`config.mk`:
```
export PLATFORM = sky130hd
export DESIGN_NAME = largest_row_or_column_sum_top
export DESIGN_NICKNAME = d
export VERILOG_FILES = /design/src/rtl/lrcs_pkg.sv /design/src/rtl/lrcs_ram.sv /design/src/rtl/lrcs_outq.sv /design/src/rtl/lrcs_core.sv /design/src/rtl/largest_row_or_column_sum_top.sv
export SDC_FILE = /design/constraint.sdc
export NUM_CORES = 2
export LEC_CHECK = 0
export BUFFER_PORTS_ARGS = -buffer_cell sky130_fd_sc_hd__buf_2
export CORE_MARGIN = 1
export CORE_UTILIZATION = 30
export CTS_CLUSTER_DIAMETER = 30
export CTS_CLUSTER_SIZE = 20
export DETAILED_ROUTE_END_ITERATION = 8
export PLACE_DENSITY = 0.44
export SLEW_MARGIN = 20
export SYNTH_ARGS = -nofsm -noshare
export SYNTH_HDL_FRONTEND = slang
export SYNTH_SLANG_ARGS = --single-unit
export TNS_END_PERCENT = 20
```
`constraint.sdc`:
```
create_clock -name aclk -period 16.15 [get_ports aclk]
set_input_delay 3.23 -clock aclk [delete_from_list [all_inputs] [get_ports aclk]]
set_output_delay 3.23 -clock aclk [all_outputs]
set_load 0.02 [all_outputs]
```
`src/rtl/lrcs_pkg.sv`:
```
// Shared types and constants for the largest row or column sum block.
// Used by every module of the block but lrcs_ram; depends on nothing.
`default_nettype none

package lrcs_pkg;

    // Fixed field widths.
    localparam int ELEM_W = 32;
    localparam int SUM_W  = 38;
    localparam int IDX_W  = 6;
    localparam int CFG_W  = 7;

    // Default matrix limits.
    localparam int DEF_MAX_ROWS = 64;
    localparam int DEF_MAX_COLS = 64;

    // Result queue depth and the width of its fill level.
    localparam int OUTQ_DEPTH = 4;
    localparam int OUTQ_LVL_W = $clog2(OUTQ_DEPTH + 1);

    // Configuration register indexes.
    localparam logic [0:0] REG_NUM_ROWS = 1'b0;
    localparam logic [0:0] REG_NUM_COLS = 1'b1;

    // One result item.
    typedef struct packed {
        logic signed [SUM_W-1:0] winner_sum;
        logic [IDX_W-1:0]        winner_index;
        logic                    winner_is_column;
    } result_t;

    // A result request from the core into the result queue.
    typedef struct packed {
        logic    valid;
        result_t data;
    } result_push_t;

endpackage

`default_nettype wire

```
`src/rtl/lrcs_ram.sv`:
```
// Generic single-port-write, single-port-read RAM with a registered read.
// Stand-alone; holds the per-column running sums in this block.
`default_nettype none

module lrcs_ram #(
    parameter int WIDTH = 38,
    parameter int DEPTH = 64
) (
    input  wire logic                                  aclk,
    input  wire logic                                  wr_en,
    input  wire logic [(DEPTH > 1 ? $clog2(DEPTH) : 1)-1:0] wr_addr,
    input  wire logic [WIDTH-1:0]                      wr_data,
    input  wire logic                                  rd_en,
    input  wire logic [(DEPTH > 1 ? $clog2(DEPTH) : 1)-1:0] rd_addr,
    output logic      [WIDTH-1:0]                      rd_data
);

    logic [WIDTH-1:0] mem [DEPTH];

    // Write port.
    always_ff @(posedge aclk) begin
        if (wr_en) begin
            mem[wr_addr] <= wr_data;
        end
    end

    // Read port; returns the old contents on a same-address write.
    always_ff @(posedge aclk) begin
        if (rd_en) begin
            rd_data <= mem[rd_addr];
        end
    end

endmodule

`default_nettype wire

```
`src/rtl/lrcs_outq.sv`:
```
// Small result queue that decouples the core from the result channel.
// Depends on lrcs_pkg for the result types and queue depth.
`default_nettype none

module lrcs_outq
    import lrcs_pkg::*;
(
    input  wire logic                  aclk,
    input  wire logic                  aresetn,
    input  wire result_push_t          push,
    output logic [OUTQ_LVL_W-1:0]      level,
    output logic                       m_valid,
    input  wire logic                  m_ready,
    output result_t                    head
);

    localparam int PTR_W = (OUTQ_DEPTH > 1) ? $clog2(OUTQ_DEPTH) : 1;

    result_t                 slots [OUTQ_DEPTH];
    logic [PTR_W-1:0]        wr_ptr_reg;
    logic [PTR_W-1:0]        wr_ptr_next;
    logic [PTR_W-1:0]        rd_ptr_reg;
    logic [PTR_W-1:0]        rd_ptr_next;
    logic [OUTQ_LVL_W-1:0]   level_reg;
    logic [OUTQ_LVL_W-1:0]   level_next;
    logic                    pop;

    assign m_valid = (level_reg != '0);
    assign head    = slots[rd_ptr_reg];
    assign level   = level_reg;
    assign pop     = m_valid && m_ready;

    // Pointer and fill level update with wraparound at the queue depth.
    always_comb begin
        wr_ptr_next = wr_ptr_reg;
        rd_ptr_next = rd_ptr_reg;
        level_next  = level_reg;
        if (push.valid) begin
            wr_ptr_next = (wr_ptr_reg == PTR_W'(OUTQ_DEPTH - 1)) ? '0 : wr_ptr_reg + 1'b1;
        end
        if (pop) begin
            rd_ptr_next = (rd_ptr_reg == PTR_W'(OUTQ_DEPTH - 1)) ? '0 : rd_ptr_reg + 1'b1;
        end
        if (push.valid && !pop) begin
            level_next = level_reg + 1'b1;
        end else if (!push.valid && pop) begin
            level_next = level_reg - 1'b1;
        end
    end

    always_ff @(posedge aclk) begin
        if (!aresetn) begin
            wr_ptr_reg <= '0;
            rd_ptr_reg <= '0;
            level_reg  <= '0;
        end else begin
            wr_ptr_reg <= wr_ptr_next;
            rd_ptr_reg <= rd_ptr_next;
            level_reg  <= level_next;
        end
    end

    // Result storage.
    always_ff @(posedge aclk) begin
        if (push.valid) begin
            slots[wr_ptr_reg] <= push.data;
        end
    end

    // The core only pushes when a slot is guaranteed free.
    a_no_overflow: assert property (@(posedge aclk) disable iff (!aresetn)
        push.valid |-> (level_reg != OUTQ_LVL_W'(OUTQ_DEPTH)) || pop)
        else $error("result queue overflow");

    a_level_bound: assert property (@(posedge aclk) disable iff (!aresetn)
        level_reg <= OUTQ_LVL_W'(OUTQ_DEPTH))
        else $error("result queue level out of range");

    a_level_track: assert property (@(posedge aclk) disable iff (!aresetn)
        (push.valid && !pop) |=> (level_reg == $past(level_reg) + 1'b1))
        else $error("result queue level did not advance on push");

endmodule

`default_nettype wire

```
`src/rtl/lrcs_core.sv`:
```
// Accumulation pipeline: column sums in RAM with read-modify-write and forwarding,
// running row sum, best row and column tracking. Depends on lrcs_pkg and lrcs_ram.
`default_nettype none

module lrcs_core
    import lrcs_pkg::*;
#(
    parameter int MAX_ROWS = DEF_MAX_ROWS,
    parameter int MAX_COLS = DEF_MAX_COLS
) (
    input  wire logic                    aclk,
    input  wire logic                    aresetn,
    input  wire logic                    cfg_wr_en,
    input  wire logic [0:0]              cfg_addr,
    input  wire logic [CFG_W-1:0]        cfg_wdata,
    input  wire logic                    s_valid,
    output logic                         s_ready,
    input  wire logic signed [ELEM_W-1:0] s_value,
    input  wire logic [OUTQ_LVL_W-1:0]   outq_level,
    output result_push_t                 push
);

    // Position widths and count widths follow from the limits.
    localparam int RPW = (MAX_ROWS > 1) ? $clog2(MAX_ROWS) : 1;
    localparam int CPW = (MAX_COLS > 1) ? $clog2(MAX_COLS) : 1;
    localparam int RCW = ($clog2(MAX_ROWS + 1) > CFG_W) ? $clog2(MAX_ROWS + 1) : CFG_W;
    localparam int CCW = ($clog2(MAX_COLS + 1) > CFG_W) ? $clog2(MAX_COLS + 1) : CFG_W;

    // Configuration registers.
    logic [CFG_W-1:0] num_rows_reg;
    logic [CFG_W-1:0] num_cols_reg;

    // Stage 0 position counters.
    logic [RPW-1:0] row_pos_reg;
    logic [RPW-1:0] row_pos_next;
    logic [CPW-1:0] col_pos_reg;
    logic [CPW-1:0] col_pos_next;
    logic [RCW-1:0] rows_eff;
    logic [CCW-1:0] cols_eff;
    logic [RCW-1:0] rows_cfg;
    logic [CCW-1:0] cols_cfg;
    logic           last_col;
    logic           last_row;
    logic           accept;

    // Stage 1 request registers.
    logic                     s1_valid_reg;
    logic signed [ELEM_W-1:0] s1_value_reg;
    logic [CPW-1:0]           s1_addr_reg;
    logic [RPW-1:0]           s1_row_reg;
    logic                     s1_row0_reg;
    logic                     s1_col0_reg;
    logic                     s1_last_col_reg;
    logic                     s1_last_row_reg;
    logic                     s1_fwd_reg;
    logic signed [SUM_W-1:0]  s1_fwd_data_reg;
    logic                     s1_emit;

    // Stage 1 arithmetic.
    logic signed [SUM_W-1:0]  ram_rdata;
    logic signed [SUM_W-1:0]  operand;
    logic signed [SUM_W-1:0]  value_ext;
    logic signed [SUM_W-1:0]  csum;
    logic signed [SUM_W-1:0]  row_sum_new;

    // Tracked sums and indexes.
    logic signed [SUM_W-1:0]  row_sum_reg;
    logic signed [SUM_W-1:0]  best_row_sum_reg;
    logic [RPW-1:0]           best_row_idx_reg;
    logic signed [SUM_W-1:0]  best_col_sum_reg;
    logic [CPW-1:0]           best_col_idx_reg;

    // Stage 2 result request.
    logic                     s2_emit_reg;
    logic                     col_wins;
    logic [OUTQ_LVL_W-1:0]    inflight;

    // Configuration writes.
    always_ff @(posedge aclk) begin
        if (!aresetn) begin
            num_rows_reg <= CFG_W'(1);
            num_cols_reg <= CFG_W'(1);
        end else if (cfg_wr_en) begin
            case (cfg_addr)
                REG_NUM_ROWS: num_rows_reg <= cfg_wdata;
                REG_NUM_COLS: num_cols_reg <= cfg_wdata;
                default: ;
            endcase
        end
    end

    // Effective counts: zero acts as one, anything above the limit as the limit.
    always_comb begin
        rows_cfg = RCW'(num_rows_reg);
        cols_cfg = CCW'(num_cols_reg);
        if (rows_cfg == '0) begin
            rows_eff = RCW'(1);
        end else if (rows_cfg > RCW'(MAX_ROWS)) begin
            rows_eff = RCW'(MAX_ROWS);
        end else begin
            rows_eff = rows_cfg;
        end
        if (cols_cfg == '0) begin
            cols_eff = CCW'(1);
        end else if (cols_cfg > CCW'(MAX_COLS)) begin
            cols_eff = CCW'(MAX_COLS);
        end else begin
            cols_eff = cols_cfg;
        end
    end

    // Accept while every result that may still appear has a queue slot.
    assign s1_emit  = s1_valid_reg && s1_last_col_reg && s1_last_row_reg;
    assign inflight = outq_level + OUTQ_LVL_W'(s1_emit) + OUTQ_LVL_W'(s2_emit_reg);
    assign s_ready  = (inflight < OUTQ_LVL_W'(OUTQ_DEPTH));
    assign accept   = s_valid && s_ready;

    // Row-major position stepping.
    assign last_col = (CCW'(col_pos_reg) + CCW'(1)) >= cols_eff;
    assign last_row = (RCW'(row_pos_reg) + RCW'(1)) >= rows_eff;

    always_comb begin
        col_pos_next = col_pos_reg;
        row_pos_next = row_pos_reg;
        if (last_col) begin
            col_pos_next = '0;
            row_pos_next = last_row ? '0 : row_pos_reg + 1'b1;
        end else begin
            col_pos_next = col_pos_reg + 1'b1;
        end
    end

    always_ff @(posedge aclk) begin
        if (!aresetn) begin
            row_pos_reg  <= '0;
            col_pos_reg  <= '0;
            s1_valid_reg <= 1'b0;
        end else begin
            s1_valid_reg <= accept;
            if (accept) begin
                row_pos_reg <= row_pos_next;
                col_pos_reg <= col_pos_next;
            end
        end
    end

    // Stage 1 payload; forward the sum being written when the same column is read.
    always_ff @(posedge aclk) begin
        if (accept) begin
            s1_value_reg    <= s_value;
            s1_addr_reg     <= col_pos_reg;
            s1_row_reg      <= row_pos_reg;
            s1_row0_reg     <= (row_pos_reg == '0);
            s1_col0_reg     <= (col_pos_reg == '0);
            s1_last_col_reg <= last_col;
            s1_last_row_reg <= last_row;
            s1_fwd_reg      <= s1_valid_reg && (s1_addr_reg == col_pos_reg);
            s1_fwd_data_reg <= csum;
        end
    end

    // Column sum storage.
    lrcs_ram #(
        .WIDTH (SUM_W),
        .DEPTH (MAX_COLS)
    ) u_col_ram (
        .aclk    (aclk),
        .wr_en   (s1_valid_reg),
        .wr_addr (s1_addr_reg),
        .wr_data (csum),
        .rd_en   (accept),
        .rd_addr (col_pos_reg),
        .rd_data (ram_rdata)
    );

    // Column and row sum update; the first row overwrites the column entry.
    assign value_ext   = {{(SUM_W - ELEM_W){s1_value_reg[ELEM_W-1]}}, s1_value_reg};
    assign operand     = s1_fwd_reg ? s1_fwd_data_reg : ram_rdata;
    assign csum        = s1_row0_reg ? value_ext : operand + value_ext;
    assign row_sum_new = s1_col0_reg ? value_ext : row_sum_reg + value_ext;

    // Best row and best column tracking; the first candidate always wins.
    always_ff @(posedge aclk) begin
        if (!aresetn) begin
            row_sum_reg      <= '0;
            best_row_sum_reg <= '0;
            best_row_idx_reg <= '0;
            best_col_sum_reg <= '0;
            best_col_idx_reg <= '0;
            s2_emit_reg      <= 1'b0;
        end else begin
            s2_emit_reg <= s1_emit;
            if (s1_valid_reg) begin
                row_sum_reg <= row_sum_new;
                if (s1_last_row_reg && (s1_col0_reg || (csum > best_col_sum_reg))) begin
                    best_col_sum_reg <= csum;
                    best_col_idx_reg <= s1_addr_reg;
                end
                if (s1_last_col_reg && (s1_row0_reg || (row_sum_new > best_row_sum_reg))) begin
                    best_row_sum_reg <= row_sum_new;
                    best_row_idx_reg <= s1_row_reg;
                end
            end
        end
    end

    // Stage 2: a column wins only when strictly greater than the best row.
    assign col_wins = best_col_sum_reg > best_row_sum_reg;

    always_comb begin
        push.valid                 = s2_emit_reg;
        push.data.winner_is_column = col_wins;
        push.data.winner_index     = col_wins ? IDX_W'(best_col_idx_reg)
                                              : IDX_W'(best_row_idx_reg);
        push.data.winner_sum       = col_wins ? best_col_sum_reg : best_row_sum_reg;
    end

    // Back-to-back requests to one column must take the forwarded sum.
    a_fwd_same_col: assert property (@(posedge aclk) disable iff (!aresetn)
        (s1_valid_reg && $past(s1_valid_reg) && (s1_addr_reg == $past(s1_addr_reg)))
        |-> s1_fwd_reg)
        else $error("column sum forwarding missed");

    a_emit_from_last: assert property (@(posedge aclk) disable iff (!aresetn)
        s2_emit_reg |-> $past(s1_valid_reg && s1_last_col_reg && s1_last_row_reg))
        else $error("result emitted without a closing element");

    a_stage1_source: assert property (@(posedge aclk) disable iff (!aresetn)
        s1_valid_reg |-> $past(s_valid && s_ready))
        else $error("stage 1 holds an element that was never accepted");

endmodule

`default_nettype wire

```
`src/rtl/largest_row_or_column_sum_top.sv`:
```
// Largest row or column sum: streams a matrix in and reports the winning line.
// Usage notes follow. Depends on lrcs_pkg, lrcs_core, lrcs_ram and lrcs_outq.
//
// Elements enter on the s_ channel, one request per element, in row-major order.
// Write num_rows (index 0) and num_cols (index 1) on the cfg port while idle;
// both reset to 1. After the last element of a matrix one result leaves on the
// m_ channel: the row or column flag on m_tuser, and the index and the 38-bit
// signed sum on m_tdata. The first row with the greatest sum wins unless the
// first column with the greatest sum is strictly greater.
// Throughput is one element per cycle while s_tready is high: each element does
// one read-modify-write of its column sum in a RAM with a registered read, and
// the sum just written is forwarded when the next element hits the same column.
// A finished result is registered in stage 2 and then in the queue before m_tvalid.
// A four-entry result queue holds finished results while the receiver stalls;
// s_tready drops only when that queue could otherwise overflow.
// Reset clears the counters, sums and the queue. The column RAM is not cleared:
// the first row of each matrix overwrites its entries.
`default_nettype none

module largest_row_or_column_sum_top
    import lrcs_pkg::*;
#(
    parameter int MAX_ROWS = DEF_MAX_ROWS,
    parameter int MAX_COLS = DEF_MAX_COLS
) (
    input  wire logic               aclk,
    input  wire logic               aresetn,
    // Configuration write port.
    input  wire logic               cfg_wr_en,
    input  wire logic [0:0]         cfg_addr,
    input  wire logic [CFG_W-1:0]   cfg_wdata,
    // Element channel.
    input  wire logic               s_tvalid,
    output logic                    s_tready,
    input  wire logic [31:0]        s_tdata,   // [31:0] element_value
    // Result channel.
    output logic                    m_tvalid,
    input  wire logic               m_tready,
    output logic [47:0]             m_tdata,   // [5:0] winner_index, [43:6] winner_sum,
                                               // [47:44] zero
    output logic                    m_tuser    // [0] winner_is_column
);

    result_push_t             push;
    result_t                  head;
    logic [OUTQ_LVL_W-1:0]    outq_level;

    // Accumulation pipeline.
    lrcs_core #(
        .MAX_ROWS (MAX_ROWS),
        .MAX_COLS (MAX_COLS)
    ) u_core (
        .aclk       (aclk),
        .aresetn    (aresetn),
        .cfg_wr_en  (cfg_wr_en),
        .cfg_addr   (cfg_addr),
        .cfg_wdata  (cfg_wdata),
        .s_valid    (s_tvalid),
        .s_ready    (s_tready),
        .s_value    (s_tdata[ELEM_W-1:0]),
        .outq_level (outq_level),
        .push       (push)
    );

    // Result queue in front of the output channel.
    lrcs_outq u_outq (
        .aclk    (aclk),
        .aresetn (aresetn),
        .push    (push),
        .level   (outq_level),
        .m_valid (m_tvalid),
        .m_ready (m_tready),
        .head    (head)
    );

    // Pack the result fields, lowest field first; the row or column flag rides on tuser.
    assign m_tdata = {4'b0000, head.winner_sum, head.winner_index};
    assign m_tuser = head.winner_is_column;

endmodule

`default_nettype wire

```
==> metrics.log <==
[metrics] largest registers: u_core.u_col_ram.mem x2432, u_outq.slots x180
[metrics] floorplan die area: 394800 sq um
[metrics] CP cell instances: buf_4 -> mux2_2 -> ha_1 -> and2_1 -> nand3_1 -> a2111o_1 -> a311oi_1 -> o21ai_0 -> nand2_1 -> a21oi_1 -> mux2i_1 -> nand2_4 -> ha_1 -> nand2_1 -> nor3_1 -> and4_1 -> o32a_1 -> a311oi_1 -> mux2_2 -> o21a_1 -> mux2_2 -> o41ai_1
[metrics] Clk Latency, worst-skew pair: 1.05 ns
[metrics] die height: 628.3 um
[metrics] Data arrival, critical path: 8.51 ns
[metrics] final period utilization: 47.28%
[metrics] htree depth: 6
[metrics] DR vias: 63050
[metrics] share of flip-flops with an asynchronous set or reset after synthesis: 0%
[metrics] core area: 389700 sq um
[metrics] post-layout min period: 7.636 ns
[metrics] internal power component: 19130 uW
[metrics] worst slew slack as a fraction of its limit: 23.65%
[metrics] overflow left after global routing: 0
[metrics] largest fanout on the critical path: 67
[metrics] delay-heaviest family, CP: compound AO/OA/AOI/OAI gates
[metrics] number of buffers on the longest clock path: 4
[metrics] Avg Cell Area, Syn: 19.80 sq um
[metrics] reported net switching power: 6840 uW
[metrics] number of buffers added on ports: 91
[metrics] share of synthesized area occupied by flip-flops and latches: 72.61%
[metrics] number of global-route vias before repair: 64590
[metrics] post-layout utilization of the core: 37.76%
[metrics] unique cell type count in the Yosys netlist: 73
[metrics] highest attainable clock frequency: 131.0 MHz
[metrics] width of the die: 628.3 um
[metrics] most frequent cells in the layout: 2737 x sky130_fd_sc_hd__edfxtp_1, 789 x sky130_fd_sc_hd__mux4_2, 622 x sky130_fd_sc_hd__clkbuf_16, 213 x sky130_fd_sc_hd__ha_1, 210 x sky130_fd_sc_hd__a21oi_1
[metrics] cts bufs inserted: 610
[metrics] via density per instance: 5.146
[metrics] share of final-layout standard cells stronger than drive strength 1: 31.80%
[metrics] global routing usage summed across all routing layers: 18.71%
[metrics] CP max-delay cell: sky130_fd_sc_hd__o21a_1
[metrics] starting density of the core: 30.20%
[metrics] DRT Pass-1 Iters: 8
[metrics] Leak: 0.04744 uW
[metrics] wire length of the first global-routing pass: 520.6 mm
[metrics] WP data required: 17.03 ns
[metrics] Fin Clk Skew: 0.06896 ns
[metrics] Initial DRC Count: 6007
[metrics] register bank with the most flops: u_core.u_col_ram.mem
[metrics] Crit path buffers/inverters: 1
[metrics] cts hold-fix bufs: 0
[metrics] synthesized netlist cell count: 5944
[metrics] Crit. End Element: flip-flop
[metrics] Total Nets Final: 6800
[metrics] worst vdd rail ir drop: 0.0001518 V
[metrics] detail-routed net length per standard cell: 30.81 um
[metrics] antenna-violating nets left: 0
[metrics] worst hold path class: reg -> reg
[metrics] setup tns final: 0 ns
[metrics] most common library cell in the layout ignoring fill and taps: sky130_fd_sc_hd__edfxtp_1
[metrics] number of flip-flops in the largest register: 2432
[metrics] Post-synth top flop: sky130_fd_sc_hd__edfxtp_1
[metrics] outcome: finished clean
[metrics] number of warnings printed during yosys synthesis: 0
[metrics] Resized cells post-CTS: 0
[metrics] power share of the sequential group: 35.8%
[metrics] setup repair bufs after CTS: 0
[metrics] clock sink total: 2900
[metrics] total of max-cap violations: 0
[metrics] Std-Cell Rows: 229
[metrics] Final Total Pwr: 25970 uW
[metrics] most frequent cell on the critical path: sky130_fd_sc_hd__mux2_2
[metrics] Worst Max-Slew Pin Slew: 1.145 ns
[metrics] Final Slew Violations: 0
[metrics] CTS tree: yes
[metrics] Routed Wire Length: 377.5 mm
[metrics] synthesis-to-layout area growth: 25.02%
[metrics] critical setup path kind: reg -> reg
[metrics] part of the power in the clock network: 49.2%
[metrics] Worst-path clk slew: 0.04 ns
[metrics] Comb pwr share: 15.0%
[metrics] residual DRC count: 0
[metrics] Seq cells post-synth: 2900
[metrics] maximum number of pins on one net before global-route repair: 117
[metrics] number of antenna violations at the first check in global routing: 24
[metrics] switching part of the total: 26.34%
[metrics] Setup crit start kind: flip-flop
[metrics] count of flip-flops with a built-in enable after synthesis: 2737
[metrics] Final setup viols: 0
[metrics] number of ports placed on the die boundary: 96
[metrics] delay contributed by the slowest stage of the critical path: 0.84 ns
[metrics] routability-driven placement congestion ratio: 0.8052
[metrics] Synth Cell Area: 117700 sq um
[metrics] unrepaired setup endpoints after global routing: no
[metrics] HPWL after DPL: 210.9 mm
[metrics] pwr dens: 176.5 nW/um^2
[metrics] endpoints failing hold: 0
[metrics] master cell of the clock root buffer: sky130_fd_sc_hd__clkbuf_16
[cell usage after synthesis (7+ instances only)]
cell type,count,area (sq um)
sky130_fd_sc_hd__edfxtp_1,2737,82190
sky130_fd_sc_hd__mux4_2,789,17770
sky130_fd_sc_hd__nor2_1,237,889.6
sky130_fd_sc_hd__ha_1,213,2665
sky130_fd_sc_hd__a21oi_1,210,1051
sky130_fd_sc_hd__nand2_1,210,788.3
sky130_fd_sc_hd__mux2i_1,179,1792
sky130_fd_sc_hd__clkbuf_1,177,664.4
sky130_fd_sc_hd__dfxtp_1,163,3263
sky130_fd_sc_hd__o21ai_0,143,715.7
sky130_fd_sc_hd__inv_1,138,518.0
sky130_fd_sc_hd__mux2_2,65,732.0
sky130_fd_sc_hd__buf_1,62,232.7
sky130_fd_sc_hd__a21o_1,53,397.9
sky130_fd_sc_hd__nand3_1,51,255.2
sky130_fd_sc_hd__buf_2,50,250.2
sky130_fd_sc_hd__nand4_1,46,287.8
sky130_fd_sc_hd__xnor2_1,43,376.6
sky130_fd_sc_hd__nor3_1,38,190.2
sky130_fd_sc_hd__a211oi_1,34,255.2
sky130_fd_sc_hd__xor2_1,30,262.8
sky130_fd_sc_hd__nor2b_1,22,137.6
sky130_fd_sc_hd__o21bai_1,22,165.2
sky130_fd_sc_hd__o22ai_1,22,137.6
sky130_fd_sc_hd__a31oi_1,20,125.1
sky130_fd_sc_hd__o221ai_1,20,175.2
sky130_fd_sc_hd__o21a_1,14,105.1
sky130_fd_sc_hd__nand2b_1,13,81.33
sky130_fd_sc_hd__nor4_1,9,56.30
sky130_fd_sc_hd__and3_1,8,50.05
sky130_fd_sc_hd__o211ai_1,8,60.06
sky130_fd_sc_hd__and2_1,7,43.79
sky130_fd_sc_hd__and4_1,7,61.31
sky130_fd_sc_hd__buf_4,7,52.55
sky130_fd_sc_hd__o31ai_1,7,52.55
[metrics by stage]
step / worst slack, ns / instances / hold slack (ns) / instance area [sq um]
6_report: 8.514 / 12250 / 0.4726 / 147100
5_1_grt: 7.922 / 12250 / 0.4960 / 147100
4_1_cts: 8.036 / 12240 / 0.4758 / 147100
3_5_place_dp: 8.119 / 11120 / 0.4686 / 125800
3_3_place_gp: 8.267 / 11120 / 0.4643 / 125800
2_1_floorplan: 7.507 / 5947 / 0.4029 / 117700
[final cells by class]
| type | count | area [sq um] |
|---|---|---|
| fillers | 35490 | 242500 |
| flip-flops and latches | 2900 | 85480 |
| multi-input cells | 2607 | 31350 |
| clock buffers | 701 | 15910 |
| well taps | 5197 | 6502 |
| clock inverters | 419 | 5344 |
| repair buffers | 280 | 1994 |
| inverters | 140 | 535.5 |
| diodes | 8 | 20.02 |
[path summary, 6_finish.rpt]
check	from	to	slack (ns)	depth (start not counted)
setup / recovery	u_core.s1_fwd_reg	u_core.best_col_sum_reg[34]	8.51	22
hold / removal	u_core.best_col_sum_reg[17]	u_core.best_col_sum_reg[17]	0.47	2
setup reg to reg	u_core.s1_fwd_reg	u_core.best_col_sum_reg[34]	8.51	22
hold reg to reg	u_core.best_col_sum_reg[17]	u_core.best_col_sum_reg[17]	0.47	2
[tightest hold or removal path, delay by kind of cell (launching register included)]
kind / cells / cell delay (ns)
compound gates: 1 / 0.05
flops: 1 / 0.31
simple gates: 1 / 0.06
[layer usage]
metal	vias to the layer above	part of all wire [%]	track usage, %
met5	-	0.0072	0
met4	4	2.4	4.939
met3	582	5.9	3.192
met2	2218	48	30.51
met1	34270	44	25.87
li1	25980	-	-
[power groups by stage]
stage / clock [uW] / sequential, uW / combinational, uW
floorplan: 0 / 9430 / 2620
global placement: 0 / 9420 / 3870
detailed placement: 0 / 9420 / 3940
CTS: 13000 / 9290 / 3950
global route: 13300 / 9310 / 4250
finish: 12800 / 9290 / 3900
[cells by family (layout without fill, tap and decap cells)]
logic type      Yosys count  after routing  synth area share, %
xor+xnor                 73             73               0.5433
other cells               1             12             0.003186
compound gates          614            614                3.253
mux                    1033           1033                17.24
simple gates            667            667                2.528
flops                  2900           2900                72.61
fa+ha+maj               216            216                2.316
buf+inv                 440           1540                1.504
Power figures use the tool's default switching activity.
